$ cat config.mk
export PLATFORM = sky130hd
export DESIGN_NAME = salted_iterated_password_hash_flat
export DESIGN_NICKNAME = d
export VERILOG_FILES = /design/src/siph_pkg.sv /design/src/siph_req_if.sv /design/src/siph_rsp_if.sv /design/src/siph_ctrl.sv /design/src/siph_dp.sv /design/src/salted_iterated_password_hash.sv /design/src/flat_wrapper.sv
export SDC_FILE = /design/constraint.sdc
export NUM_CORES = 2
export LEC_CHECK = 0
export BUFFER_PORTS_ARGS = -buffer_cell sky130_fd_sc_hd__buf_4
export CAP_MARGIN = 0
export CORE_AREA = 2 2 560 562
export CTS_CLUSTER_SIZE = 24
export DETAILED_ROUTE_END_ITERATION = 8
export DIE_AREA = 0 0 562 564
export GPL_TIMING_DRIVEN = 0
export HOLD_SLACK_MARGIN = 0.03
export PLACE_DENSITY = 0.5
export SLEW_MARGIN = 10
export SYNTH_ARGS = -nofsm -noshare
export SYNTH_HDL_FRONTEND = slang
export SYNTH_SLANG_ARGS = --single-unit
$ cat constraint.sdc
create_clock -name clock -period 23.3 [get_ports clock]
set_input_delay 4.66 -clock clock [delete_from_list [all_inputs] [get_ports clock]]
set_output_delay 4.66 -clock clock [all_outputs]
set_load 0.01 [all_outputs]
$ cat src/siph_pkg.sv
`default_nettype none

package siph_pkg;

   localparam logic [63:0] SEED_VALUE    = 64'd5381;
   localparam logic [31:0] MIX_MULT      = 32'd2654435761;
   localparam logic [63:0] OUT_MASK      = 64'h0000_0000_A5A5_A5A5;
   localparam logic [15:0] ROUNDS_RESET  = 16'd10007;
   localparam int          ROT_LEFT      = 13;
   localparam int          ROT_RIGHT     = 19;
   localparam int          DIGITS        = 5;
   localparam logic [7:0]  ASCII_ZERO    = 8'h30;

   localparam logic [1:0]  OP_APPEND_PW   = 2'd0;
   localparam logic [1:0]  OP_APPEND_SALT = 2'd1;
   localparam logic [1:0]  OP_START       = 2'd2;

   localparam logic        CSR_ROUND_COUNT = 1'b0;

   typedef enum logic [1:0] {
      SRC_PW    = 2'd0,
      SRC_SALT  = 2'd1,
      SRC_DIGIT = 2'd2
   } src_type;

   typedef struct packed {
      logic       wr_pw;
      logic       wr_salt;
      logic       set_drop;
      logic       seed;
      logic       fetch;
      src_type    src;
      logic [2:0] digit_idx;
      logic       mix;
      logic [1:0] pos;
      logic       mult;
      logic       sum;
      logic       next_round;
      logic       finish;
   } dp_cmd_type;

   typedef struct packed {
      logic [2:0] digit_count;
      logic       out_busy;
   } dp_stat_type;

endpackage

`default_nettype wire

$ cat src/siph_req_if.sv
`default_nettype none

interface siph_req_if;
   logic       valid;
   logic       ready;
   logic [1:0] opcode;
   logic [7:0] data_byte;

   modport source (output valid, output opcode, output data_byte, input ready);
   modport sink (input valid, input opcode, input data_byte, output ready);
endinterface

`default_nettype wire

$ cat src/siph_rsp_if.sv
`default_nettype none

interface siph_rsp_if;
   logic        valid;
   logic        ready;
   logic [63:0] masked_word;
   logic [63:0] shifted_word;
   logic        overflow;

   modport source (output valid, output masked_word, output shifted_word,
                   output overflow, input ready);
   modport sink (input valid, input masked_word, input shifted_word,
                 input overflow, output ready);
endinterface

`default_nettype wire

$ cat src/siph_ctrl.sv
`default_nettype none

module siph_ctrl #(
   parameter int PASSWORD_DEPTH = 128,
   parameter int SALT_DEPTH     = 32,
   localparam int PW_LW = $clog2(PASSWORD_DEPTH + 1),
   localparam int PW_AW = (PASSWORD_DEPTH > 1) ? $clog2(PASSWORD_DEPTH) : 1,
   localparam int SA_LW = $clog2(SALT_DEPTH + 1),
   localparam int SA_AW = (SALT_DEPTH > 1) ? $clog2(SALT_DEPTH) : 1
) (
   input  wire                        clock,
   input  wire                        reset,
   input  wire                        req_valid,
   output logic                       req_ready,
   input  wire  [1:0]                 req_opcode,
   input  wire  [15:0]                round_count,
   input  siph_pkg::dp_stat_type      stat,
   output siph_pkg::dp_cmd_type       cmd,
   output logic [PW_AW-1:0]           pw_addr,
   output logic [SA_AW-1:0]           salt_addr
);
   import siph_pkg::*;

   localparam logic [PW_LW-1:0] PW_FULL = PW_LW'(PASSWORD_DEPTH);
   localparam logic [SA_LW-1:0] SA_FULL = SA_LW'(SALT_DEPTH);

   typedef enum logic [2:0] {
      ST_IDLE,
      ST_FETCH,
      ST_MIX,
      ST_MULT,
      ST_SUM,
      ST_FINISH
   } state_type;

   state_type        state_ff, state_in;
   logic [PW_LW-1:0] plen_ff, plen_in, pidx_ff, pidx_in;
   logic [SA_LW-1:0] slen_ff, slen_in, sidx_ff, sidx_in;
   logic [2:0]       didx_ff, didx_in;
   logic [1:0]       pos_ff, pos_in;
   logic [15:0]      round_ff, round_in;
   logic             last_round;

   assign last_round = ({1'b0, round_ff} + 17'd1) == {1'b0, round_count};

   always_comb begin
      state_in  = state_ff;
      plen_in   = plen_ff;
      pidx_in   = pidx_ff;
      slen_in   = slen_ff;
      sidx_in   = sidx_ff;
      didx_in   = didx_ff;
      pos_in    = pos_ff;
      round_in  = round_ff;
      cmd       = '0;
      req_ready = 1'b0;
      unique case (state_ff)
         ST_IDLE: begin
            req_ready = 1'b1;
            if (req_valid) begin
               unique case (req_opcode)
                  OP_APPEND_PW: begin
                     if (plen_ff < PW_FULL) begin
                        cmd.wr_pw = 1'b1;
                        plen_in   = plen_ff + PW_LW'(1);
                     end else begin
                        cmd.set_drop = 1'b1;
                     end
                  end
                  OP_APPEND_SALT: begin
                     if (slen_ff < SA_FULL) begin
                        cmd.wr_salt = 1'b1;
                        slen_in     = slen_ff + SA_LW'(1);
                     end else begin
                        cmd.set_drop = 1'b1;
                     end
                  end
                  OP_START: begin
                     cmd.seed = 1'b1;
                     round_in = '0;
                     pidx_in  = '0;
                     sidx_in  = '0;
                     didx_in  = '0;
                     pos_in   = '0;
                     state_in = (round_count == 16'd0) ? ST_FINISH : ST_FETCH;
                  end
                  default: ;
               endcase
            end
         end
         ST_FETCH: begin
            // walk password, then salt, then the round digits
            if (pidx_ff < plen_ff) begin
               cmd.fetch = 1'b1;
               cmd.src   = SRC_PW;
               pidx_in   = pidx_ff + PW_LW'(1);
               state_in  = ST_MIX;
            end else if (sidx_ff < slen_ff) begin
               cmd.fetch = 1'b1;
               cmd.src   = SRC_SALT;
               sidx_in   = sidx_ff + SA_LW'(1);
               state_in  = ST_MIX;
            end else if (didx_ff < stat.digit_count) begin
               cmd.fetch     = 1'b1;
               cmd.src       = SRC_DIGIT;
               cmd.digit_idx = didx_ff;
               didx_in       = didx_ff + 3'd1;
               state_in      = ST_MIX;
            end else begin
               cmd.next_round = 1'b1;
               round_in       = round_ff + 16'd1;
               pidx_in        = '0;
               sidx_in        = '0;
               didx_in        = '0;
               pos_in         = '0;
               if (last_round) begin
                  state_in = ST_FINISH;
               end
            end
         end
         ST_MIX: begin
            cmd.mix  = 1'b1;
            cmd.pos  = pos_ff;
            pos_in   = pos_ff + 2'd1;
            state_in = ST_MULT;
         end
         ST_MULT: begin
            cmd.mult = 1'b1;
            state_in = ST_SUM;
         end
         ST_SUM: begin
            cmd.sum  = 1'b1;
            state_in = ST_FETCH;
         end
         ST_FINISH: begin
            // hold until the previous result has been taken
            if (!stat.out_busy) begin
               cmd.finish = 1'b1;
               plen_in    = '0;
               slen_in    = '0;
               state_in   = ST_IDLE;
            end
         end
         default: state_in = ST_IDLE;
      endcase
   end

   assign pw_addr   = cmd.wr_pw   ? plen_ff[PW_AW-1:0] : pidx_ff[PW_AW-1:0];
   assign salt_addr = cmd.wr_salt ? slen_ff[SA_AW-1:0] : sidx_ff[SA_AW-1:0];

   always_ff @(posedge clock) begin
      if (reset) begin
         state_ff <= ST_IDLE;
         plen_ff  <= '0;
         pidx_ff  <= '0;
         slen_ff  <= '0;
         sidx_ff  <= '0;
         didx_ff  <= '0;
         pos_ff   <= '0;
         round_ff <= '0;
      end else begin
         state_ff <= state_in;
         plen_ff  <= plen_in;
         pidx_ff  <= pidx_in;
         slen_ff  <= slen_in;
         sidx_ff  <= sidx_in;
         didx_ff  <= didx_in;
         pos_ff   <= pos_in;
         round_ff <= round_in;
      end
   end

endmodule

`default_nettype wire

$ cat src/siph_dp.sv
`default_nettype none

module siph_dp #(
   parameter int PASSWORD_DEPTH = 128,
   parameter int SALT_DEPTH     = 32,
   localparam int PW_AW = (PASSWORD_DEPTH > 1) ? $clog2(PASSWORD_DEPTH) : 1,
   localparam int SA_AW = (SALT_DEPTH > 1) ? $clog2(SALT_DEPTH) : 1
) (
   input  wire                        clock,
   input  wire                        reset,
   input  siph_pkg::dp_cmd_type       cmd,
   input  wire  [PW_AW-1:0]           pw_addr,
   input  wire  [SA_AW-1:0]           salt_addr,
   input  wire  [7:0]                 data_byte,
   output siph_pkg::dp_stat_type      stat,
   output logic                       rsp_valid,
   input  wire                        rsp_ready,
   output logic [63:0]                masked_word,
   output logic [63:0]                shifted_word,
   output logic                       overflow
);
   import siph_pkg::*;

   logic [7:0]  pw_mem   [PASSWORD_DEPTH];
   logic [7:0]  salt_mem [SALT_DEPTH];
   logic [7:0]  pw_rd_ff, salt_rd_ff, digit_ff;
   src_type     src_ff;

   logic [3:0]  bcd_ff [DIGITS];
   logic [3:0]  bcd_in [DIGITS];
   logic [2:0]  digit_count;
   logic [2:0]  digit_sel;

   logic [63:0] hash_ff;
   logic [63:0] mix_ff, mix_in;
   logic [63:0] lo_prod_ff;
   logic [31:0] hi_prod_ff;
   logic [63:0] hi_full;
   logic [7:0]  cur_byte;
   logic [63:0] scaled;
   logic [2:0]  shift_amt;
   logic        drop_ff;
   logic        rsp_valid_ff;
   logic [63:0] masked_ff, shifted_ff;
   logic        overflow_ff;
   logic        carry;

   always_ff @(posedge clock) begin
      if (cmd.wr_pw) begin
         pw_mem[pw_addr] <= data_byte;
      end
      pw_rd_ff <= pw_mem[pw_addr];
   end

   always_ff @(posedge clock) begin
      if (cmd.wr_salt) begin
         salt_mem[salt_addr] <= data_byte;
      end
      salt_rd_ff <= salt_mem[salt_addr];
   end

   // decimal round number, least significant digit first
   always_comb begin
      digit_count = 3'd1;
      for (int i = 0; i < DIGITS; i++) begin
         if (bcd_ff[i] != 4'd0) begin
            digit_count = 3'(i + 1);
         end
      end
   end

   always_comb begin
      carry = 1'b1;
      for (int i = 0; i < DIGITS; i++) begin
         bcd_in[i] = bcd_ff[i];
         if (carry) begin
            if (bcd_ff[i] == 4'd9) begin
               bcd_in[i] = 4'd0;
            end else begin
               bcd_in[i] = bcd_ff[i] + 4'd1;
               carry     = 1'b0;
            end
         end
      end
   end

   // most significant digit goes out first
   assign digit_sel = digit_count - 3'd1 - cmd.digit_idx;

   always_ff @(posedge clock) begin
      if (cmd.fetch) begin
         src_ff   <= cmd.src;
         digit_ff <= ASCII_ZERO | {4'd0, bcd_ff[digit_sel]};
      end
   end

   always_ff @(posedge clock) begin
      if (reset || cmd.seed) begin
         for (int i = 0; i < DIGITS; i++) begin
            bcd_ff[i] <= 4'd0;
         end
      end else if (cmd.next_round) begin
         for (int i = 0; i < DIGITS; i++) begin
            bcd_ff[i] <= bcd_in[i];
         end
      end
   end

   always_comb begin
      unique case (src_ff)
         SRC_PW:    cur_byte = pw_rd_ff;
         SRC_SALT:  cur_byte = salt_rd_ff;
         SRC_DIGIT: cur_byte = digit_ff;
         default:   cur_byte = digit_ff;
      endcase
   end

   assign scaled    = (hash_ff << 5) + hash_ff + {56'd0, cur_byte};
   assign shift_amt = {1'b0, cmd.pos} + 3'd1;
   assign mix_in    = scaled ^ (scaled >> shift_amt);
   assign hi_full   = {32'd0, mix_ff[63:32]} * {32'd0, MIX_MULT};

   always_ff @(posedge clock) begin
      if (cmd.mix) begin
         mix_ff <= mix_in;
      end
      if (cmd.mult) begin
         lo_prod_ff <= {32'd0, mix_ff[31:0]} * {32'd0, MIX_MULT};
         hi_prod_ff <= hi_full[31:0];
      end
   end

   always_ff @(posedge clock) begin
      if (reset || cmd.seed) begin
         hash_ff <= SEED_VALUE;
      end else if (cmd.sum) begin
         hash_ff <= lo_prod_ff + {hi_prod_ff, 32'd0};
      end
   end

   always_ff @(posedge clock) begin
      if (reset || cmd.finish) begin
         drop_ff <= 1'b0;
      end else if (cmd.set_drop) begin
         drop_ff <= 1'b1;
      end
   end

   always_ff @(posedge clock) begin
      if (reset) begin
         rsp_valid_ff <= 1'b0;
      end else if (cmd.finish) begin
         rsp_valid_ff <= 1'b1;
      end else if (rsp_ready) begin
         rsp_valid_ff <= 1'b0;
      end
   end

   always_ff @(posedge clock) begin
      if (cmd.finish) begin
         masked_ff   <= hash_ff ^ OUT_MASK;
         shifted_ff  <= (hash_ff << ROT_LEFT) | (hash_ff >> ROT_RIGHT);
         overflow_ff <= drop_ff;
      end
   end

   assign stat.digit_count = digit_count;
   assign stat.out_busy    = rsp_valid_ff;
   assign rsp_valid        = rsp_valid_ff;
   assign masked_word      = masked_ff;
   assign shifted_word     = shifted_ff;
   assign overflow         = overflow_ff;

endmodule

`default_nettype wire

$ cat src/salted_iterated_password_hash.sv
// Append beats (password or salt byte) go in one per cycle while idle and may arrive
// back to back. A start beat closes the input while every round runs: each stored
// password byte, salt byte and decimal digit of the round number r is fetched, mixed,
// multiplied and added; the result is valid at the edge that reopens the input.
// A waiting result lets appends in but holds the next start's finish step until taken.
// Reset clears store lengths, drop flag and output valid, and sets round_count to 10007.
`default_nettype none

module salted_iterated_password_hash #(
   parameter int PASSWORD_DEPTH = 128,
   parameter int SALT_DEPTH     = 32
) (
   input  wire           clock,
   input  wire           reset,
   siph_req_if.sink      req_chan,
   siph_rsp_if.source    rsp_chan,
   input  wire           psel,
   input  wire           penable,
   input  wire           pwrite,
   input  wire  [2:0]    paddr,
   input  wire  [31:0]   pwdata,
   output logic [31:0]   prdata,
   output logic          pready
);
   import siph_pkg::*;

   localparam int PW_AW = (PASSWORD_DEPTH > 1) ? $clog2(PASSWORD_DEPTH) : 1;
   localparam int SA_AW = (SALT_DEPTH > 1) ? $clog2(SALT_DEPTH) : 1;

   logic [15:0]      round_count_ff;
   logic             csr_write;
   dp_cmd_type       cmd;
   dp_stat_type      stat;
   logic [PW_AW-1:0] pw_addr;
   logic [SA_AW-1:0] salt_addr;

   assign pready    = 1'b1;
   assign csr_write = psel && penable && pwrite && (paddr[2] == CSR_ROUND_COUNT);
   assign prdata    = (paddr[2] == CSR_ROUND_COUNT) ? {16'd0, round_count_ff} : 32'd0;

   always_ff @(posedge clock) begin
      if (reset) begin
         round_count_ff <= ROUNDS_RESET;
      end else if (csr_write) begin
         round_count_ff <= pwdata[15:0];
      end
   end

   siph_ctrl #(
      .PASSWORD_DEPTH (PASSWORD_DEPTH),
      .SALT_DEPTH     (SALT_DEPTH)
   ) u_ctrl (
      .clock       (clock),
      .reset       (reset),
      .req_valid   (req_chan.valid),
      .req_ready   (req_chan.ready),
      .req_opcode  (req_chan.opcode),
      .round_count (round_count_ff),
      .stat        (stat),
      .cmd         (cmd),
      .pw_addr     (pw_addr),
      .salt_addr   (salt_addr)
   );

   siph_dp #(
      .PASSWORD_DEPTH (PASSWORD_DEPTH),
      .SALT_DEPTH     (SALT_DEPTH)
   ) u_dp (
      .clock        (clock),
      .reset        (reset),
      .cmd          (cmd),
      .pw_addr      (pw_addr),
      .salt_addr    (salt_addr),
      .data_byte    (req_chan.data_byte),
      .stat         (stat),
      .rsp_valid    (rsp_chan.valid),
      .rsp_ready    (rsp_chan.ready),
      .masked_word  (rsp_chan.masked_word),
      .shifted_word (rsp_chan.shifted_word),
      .overflow     (rsp_chan.overflow)
   );

endmodule

`default_nettype wire

$ cat src/flat_wrapper.sv
// flat-port wrapper written by rule: the top's interface ports become plain ports
module salted_iterated_password_hash_flat import siph_pkg::*;
#(
   parameter int PASSWORD_DEPTH = 128,
   parameter int SALT_DEPTH     = 32
)
  (clock, reset, psel, penable, pwrite, paddr, pwdata, prdata, pready, req_chan_valid, req_chan_opcode, req_chan_data_byte, req_chan_ready, rsp_chan_valid, rsp_chan_masked_word, rsp_chan_shifted_word, rsp_chan_overflow, rsp_chan_ready);
  siph_req_if req_chan_i ();
  siph_rsp_if rsp_chan_i ();
  input  wire clock;
  input  wire reset;
  input  wire psel;
  input  wire penable;
  input  wire pwrite;
  input  wire  [2:0] paddr;
  input  wire  [31:0] pwdata;
  output logic [31:0] prdata;
  output logic pready;
  input wire logic [$bits(req_chan_i.valid)-1:0] req_chan_valid;
  input wire logic [$bits(req_chan_i.opcode)-1:0] req_chan_opcode;
  input wire logic [$bits(req_chan_i.data_byte)-1:0] req_chan_data_byte;
  output wire logic [$bits(req_chan_i.ready)-1:0] req_chan_ready;
  output wire logic [$bits(rsp_chan_i.valid)-1:0] rsp_chan_valid;
  output wire logic [$bits(rsp_chan_i.masked_word)-1:0] rsp_chan_masked_word;
  output wire logic [$bits(rsp_chan_i.shifted_word)-1:0] rsp_chan_shifted_word;
  output wire logic [$bits(rsp_chan_i.overflow)-1:0] rsp_chan_overflow;
  input wire logic [$bits(rsp_chan_i.ready)-1:0] rsp_chan_ready;
  assign req_chan_i.valid = req_chan_valid;
  assign req_chan_i.opcode = req_chan_opcode;
  assign req_chan_i.data_byte = req_chan_data_byte;
  assign req_chan_ready = req_chan_i.ready;
  assign rsp_chan_valid = rsp_chan_i.valid;
  assign rsp_chan_masked_word = rsp_chan_i.masked_word;
  assign rsp_chan_shifted_word = rsp_chan_i.shifted_word;
  assign rsp_chan_overflow = rsp_chan_i.overflow;
  assign rsp_chan_i.ready = rsp_chan_ready;
  salted_iterated_password_hash #(.PASSWORD_DEPTH(PASSWORD_DEPTH), .SALT_DEPTH(SALT_DEPTH)) u_core (.clock(clock), .reset(reset), .req_chan(req_chan_i), .rsp_chan(rsp_chan_i), .psel(psel), .penable(penable), .pwrite(pwrite), .paddr(paddr), .pwdata(pwdata), .prdata(prdata), .pready(pready));
endmodule
==> qor.yml <==
run_status:
  status: "finished with violations"
  violations: "capacitance limit, slew limit"
sta:
  layout_min_cycle_time_ns: 10.74
  rsz0062_at_grt: "no"
  period_share: 0.4611
  slew_headroom: -0.03383
  worstMarginPinSlew_ns: 1.551
  skew_ns: 0.1244
  hold_slack_ns: 0.4437
  finalHoldViolations: 0
  setup_viol: 0
  tns_ns: 0
  fmax_mhz: 93.08
  maxSlewViolCount: 33
layout:
  layout.nets: 9845
  fillers: 30410
  layout-drive-gt1-share: 0.08586
  syn2layout_area_growth_pct: 13.61
  fin_util: 0.3628
  final_area_um2: 112800
setup_path:
  cp_max_fo: 10
  r2r_start: "u_core.u_dp.mix_ff[17]$_DFFE_PN_"
  startpoint_type: "input pin"
  rr_endpoint: "u_core.u_dp.lo_prod_ff[62]$_DFFE_PN_"
  critical_path_required_ns: 23.79
  cp_slowest_cell: "nor2_1"
  r2r_cells: 28
  rrSetupSlack_ns: 13.05
  path_cells: "buf_4, nand3b_2, nor3_1, mux2i_1, clkbuf_1, nor2_2, buf_4, buf_2, buf_2, nand2_1, clkbuf_1, nor2_1"
  critical_path_class: "input pin to flip-flop"
  critPathMaxStageDelay_ns: 1.02
  end_kind: "flip-flop"
  critPathArrivalTime_ns: 11.23
placed_design:
  place_congestion: 0.9347
  port-buffer-count: 179
  postPlaceCellArea_um2: 106500
  place_hpwl_um: 257500
logic_synthesis:
  synth_most_common_cell: "edfxtp_1"
  synth.largest_area_cell: "edfxtp_1"
  ys_seq_area_frac: 0.5049
  syn_inst: 7942
  syn_area_um2: 99270
  synth-edff-count: 1569
  syn_avg_cell_area_um2: 12.50
  ys.flop_type: "edfxtp_1"
  ys_ff_latch: 1719
  yosys-top-cells-area: "edfxtp_1, fa_1, ha_1"
  async_reset_ff_frac: 0
  yosys.cell_types.count: 83
  synth_top_area_share: 0.4746
  ys_top_cells_by_count: "edfxtp_1, inv_1, ha_1"
  yosysWarningCount: 0
cts:
  clockBufferDepth: 4
  cts_tree: "yes"
  ctsHoldBuffers: 0
  cts_made_buffers: 194
  cts-root-buf: "clkbuf_16"
  htreeDepth: 4
  cts_setup_buffers: 0
  clk_pin_slew_worst_paths_ns: 0.06
  clkLatencyLatePin_ns: 0.96
  cts_sinks: 1719
  cts.repair.resized: 0
detailed_routing:
  ant_nets: 0
  drt_wl_total_um: 358700
  post_drt_wl_per_cell_um: 28.29
  drc: 0
  dr_total_vias: 67070
  vias_per_cell: 5.289
  drt-initial-drc-count: 8031
  dr.pass1.iters: 7
hold_path:
  hold_start: "u_core.u_dp.drop_ff$_SDFFE_PP0P_"
  hold_end: "u_core.u_dp.overflow$_DFFE_PP_"
  min_path_type: "flip-flop to flip-flop"
  min_path_cells: 0
pwr:
  power_uw: 10190
  leakage_uw: 0.04451
  combinationalPowerShare: 0.350
  power.internal_uw: 6539
  vdd_drop_max_mv: 0.1273
  clock_power_share: 0.300
  share_seq_of_total_power: 0.349
  netSwitchingPower_uw: 3653
  p_sw_frac: 0.3584
  power_density_nw_per_um2: 90.37
die:
  pin_count: 216
  rows: 205
  core_area_um2: 310900
  start_util: 0.3193
  die_h_um: 564
  die_area_um2: 317000
  die_w_um: 562
run:
  drv_cap: 3
global_route:
  antenna_found_initial: 34
  grt_pass1_wl_um: 503400
  grt_overflow: 0
  grt_pass1_vias: 67180
  track_usage: 0.2230
  grt_max_degree: 115
-- flip-flops by register name, summed over array words and instances (netlist names), 4 cells and up --
| signal | flops |
|---|---|
| u_core.u_dp.pw_mem | 1024 |
| u_core.u_dp.salt_mem | 256 |
| u_core.u_dp.hash_ff | 64 |
| u_core.u_dp.lo_prod_ff | 64 |
| u_core.u_dp.masked_word | 64 |
| u_core.u_dp.mix_ff | 64 |
| u_core.u_dp.shifted_word | 38 |
| u_core.u_dp.hi_prod_ff | 32 |
| u_core.u_dp.bcd_ff | 20 |
| u_core.round_count_ff | 16 |
| u_core.u_ctrl.round_ff | 16 |
| u_core.u_ctrl.pidx_ff | 8 |
| u_core.u_ctrl.plen_ff | 8 |
| u_core.u_dp.pw_rd_ff | 8 |
| u_core.u_dp.salt_rd_ff | 8 |
| u_core.u_ctrl.sidx_ff | 6 |
| u_core.u_ctrl.slen_ff | 6 |
| u_core.u_dp.digit_ff | 4 |
-- layout make-up --
type / instances / area [um2] / area share
clock inverters: 98 / 950.9 / 0.008432
clock buffers: 258 / 5270 / 0.04673
repair buffers: 201 / 1834 / 0.01626
inverters: 1109 / 4168 / 0.03696
multi-input cells: 4804 / 43630 / 0.3869
well taps: 4140 / 5180 / 0.04593
flip-flops and latches: 1719 / 50120 / 0.4444
plain buffers: 325 / 1559 / 0.01382
diodes: 26 / 65.06 / 0.0005769
-- metrics by stage --
step | cells | worst slack, ns
CTS | 12650 | 12.99
global route | 12660 | 12.66
global placement | 12280 | 11.32
finish | 12680 | 12.56
floorplan | 7957 | 13.60
detailed placement | 12300 | 12.00
-- cell families (layout without fill, tap and decap cells) --
family	after synthesis	count (layout)	share of synthesized area
DFF	1719	1719	0.5049
muxes	67	67	0.007538
other	2	43	0.00007566
buffers and inverters	1434	1991	0.05710
AOI/OAI and AO/OA	1514	1514	0.1039
xor gates and xnor gates	333	333	0.02938
and+or+nand+nor	1434	1434	0.06530
adders and majority gates	1439	1439	0.2318
-- layout by cell type (no fill, tap or decap), drive strengths merged, types with 55 or more instances in the layout --
| master | netlist | layout |
|---|---|---|
| a22oi | 333 | 333 |
| ha | 772 | 772 |
| a31oi | 125 | 125 |
| o21ai | 136 | 136 |
| clkinv | 0 | 66 |
| a21oi | 411 | 411 |
| xnor2 | 221 | 221 |
| edfxtp | 1569 | 1569 |
| a21o | 105 | 105 |
| clkbuf | 200 | 458 |
| inv | 1109 | 1118 |
| nor3 | 58 | 58 |
| buf | 125 | 326 |
| a222oi | 64 | 64 |
| fa | 667 | 667 |
| or2 | 55 | 55 |
| a221oi | 83 | 83 |
| dfxtp | 150 | 150 |
| nand3 | 58 | 58 |
| xor2 | 112 | 112 |
| nor2 | 437 | 437 |
| nand2 | 545 | 545 |
-- routing by layer --
metal	vias up	track usage	wire, um
li1	29070	-	-
met1	34230	0.2933	147400
met2	3067	0.3580	164300
met3	697	0.04002	28560
met4	6	0.1017	18390
met5	-	0	38
-- critical path: cells and delay by family --
family	cells	cell delay (ns)
mux	1	0.47
buf+inv	6	3.07
simple gates	5	2.96
-- worst max path at each step --
stage | startpoint | end | slack (ns) | depth (start not counted)
after floorplan | paddr[2] | prdata[10] | 13.60 | 2
after global placement | req_chan_opcode[1] | u_core.u_dp.pw_mem[78][0]$_DFFE_PP_ | 11.32 | 11
after detailed placement | req_chan_opcode[1] | u_core.u_dp.pw_mem[43][1]$_DFFE_PP_ | 12.00 | 12
after CTS | req_chan_opcode[1] | u_core.u_dp.pw_mem[43][1]$_DFFE_PP_ | 12.99 | 12
after global routing | u_core.u_dp.mix_ff[17]$_DFFE_PN_ | u_core.u_dp.lo_prod_ff[62]$_DFFE_PN_ | 12.66 | 28
final | req_chan_opcode[1] | u_core.u_dp.pw_mem[51][2]$_DFFE_PP_ | 12.56 | 12
-- power by group through the flow --
stage,sequential (uW),combinational [uW],clock [uW]
after global routing,3560,3940,3200
after CTS,3560,3540,3090
after global placement,3630,3510,0
after floorplan,3610,2230,0
final,3560,3570,3060
after detailed placement,3620,3520,0
No activity file was read; power rests on OpenSTA's default activity.
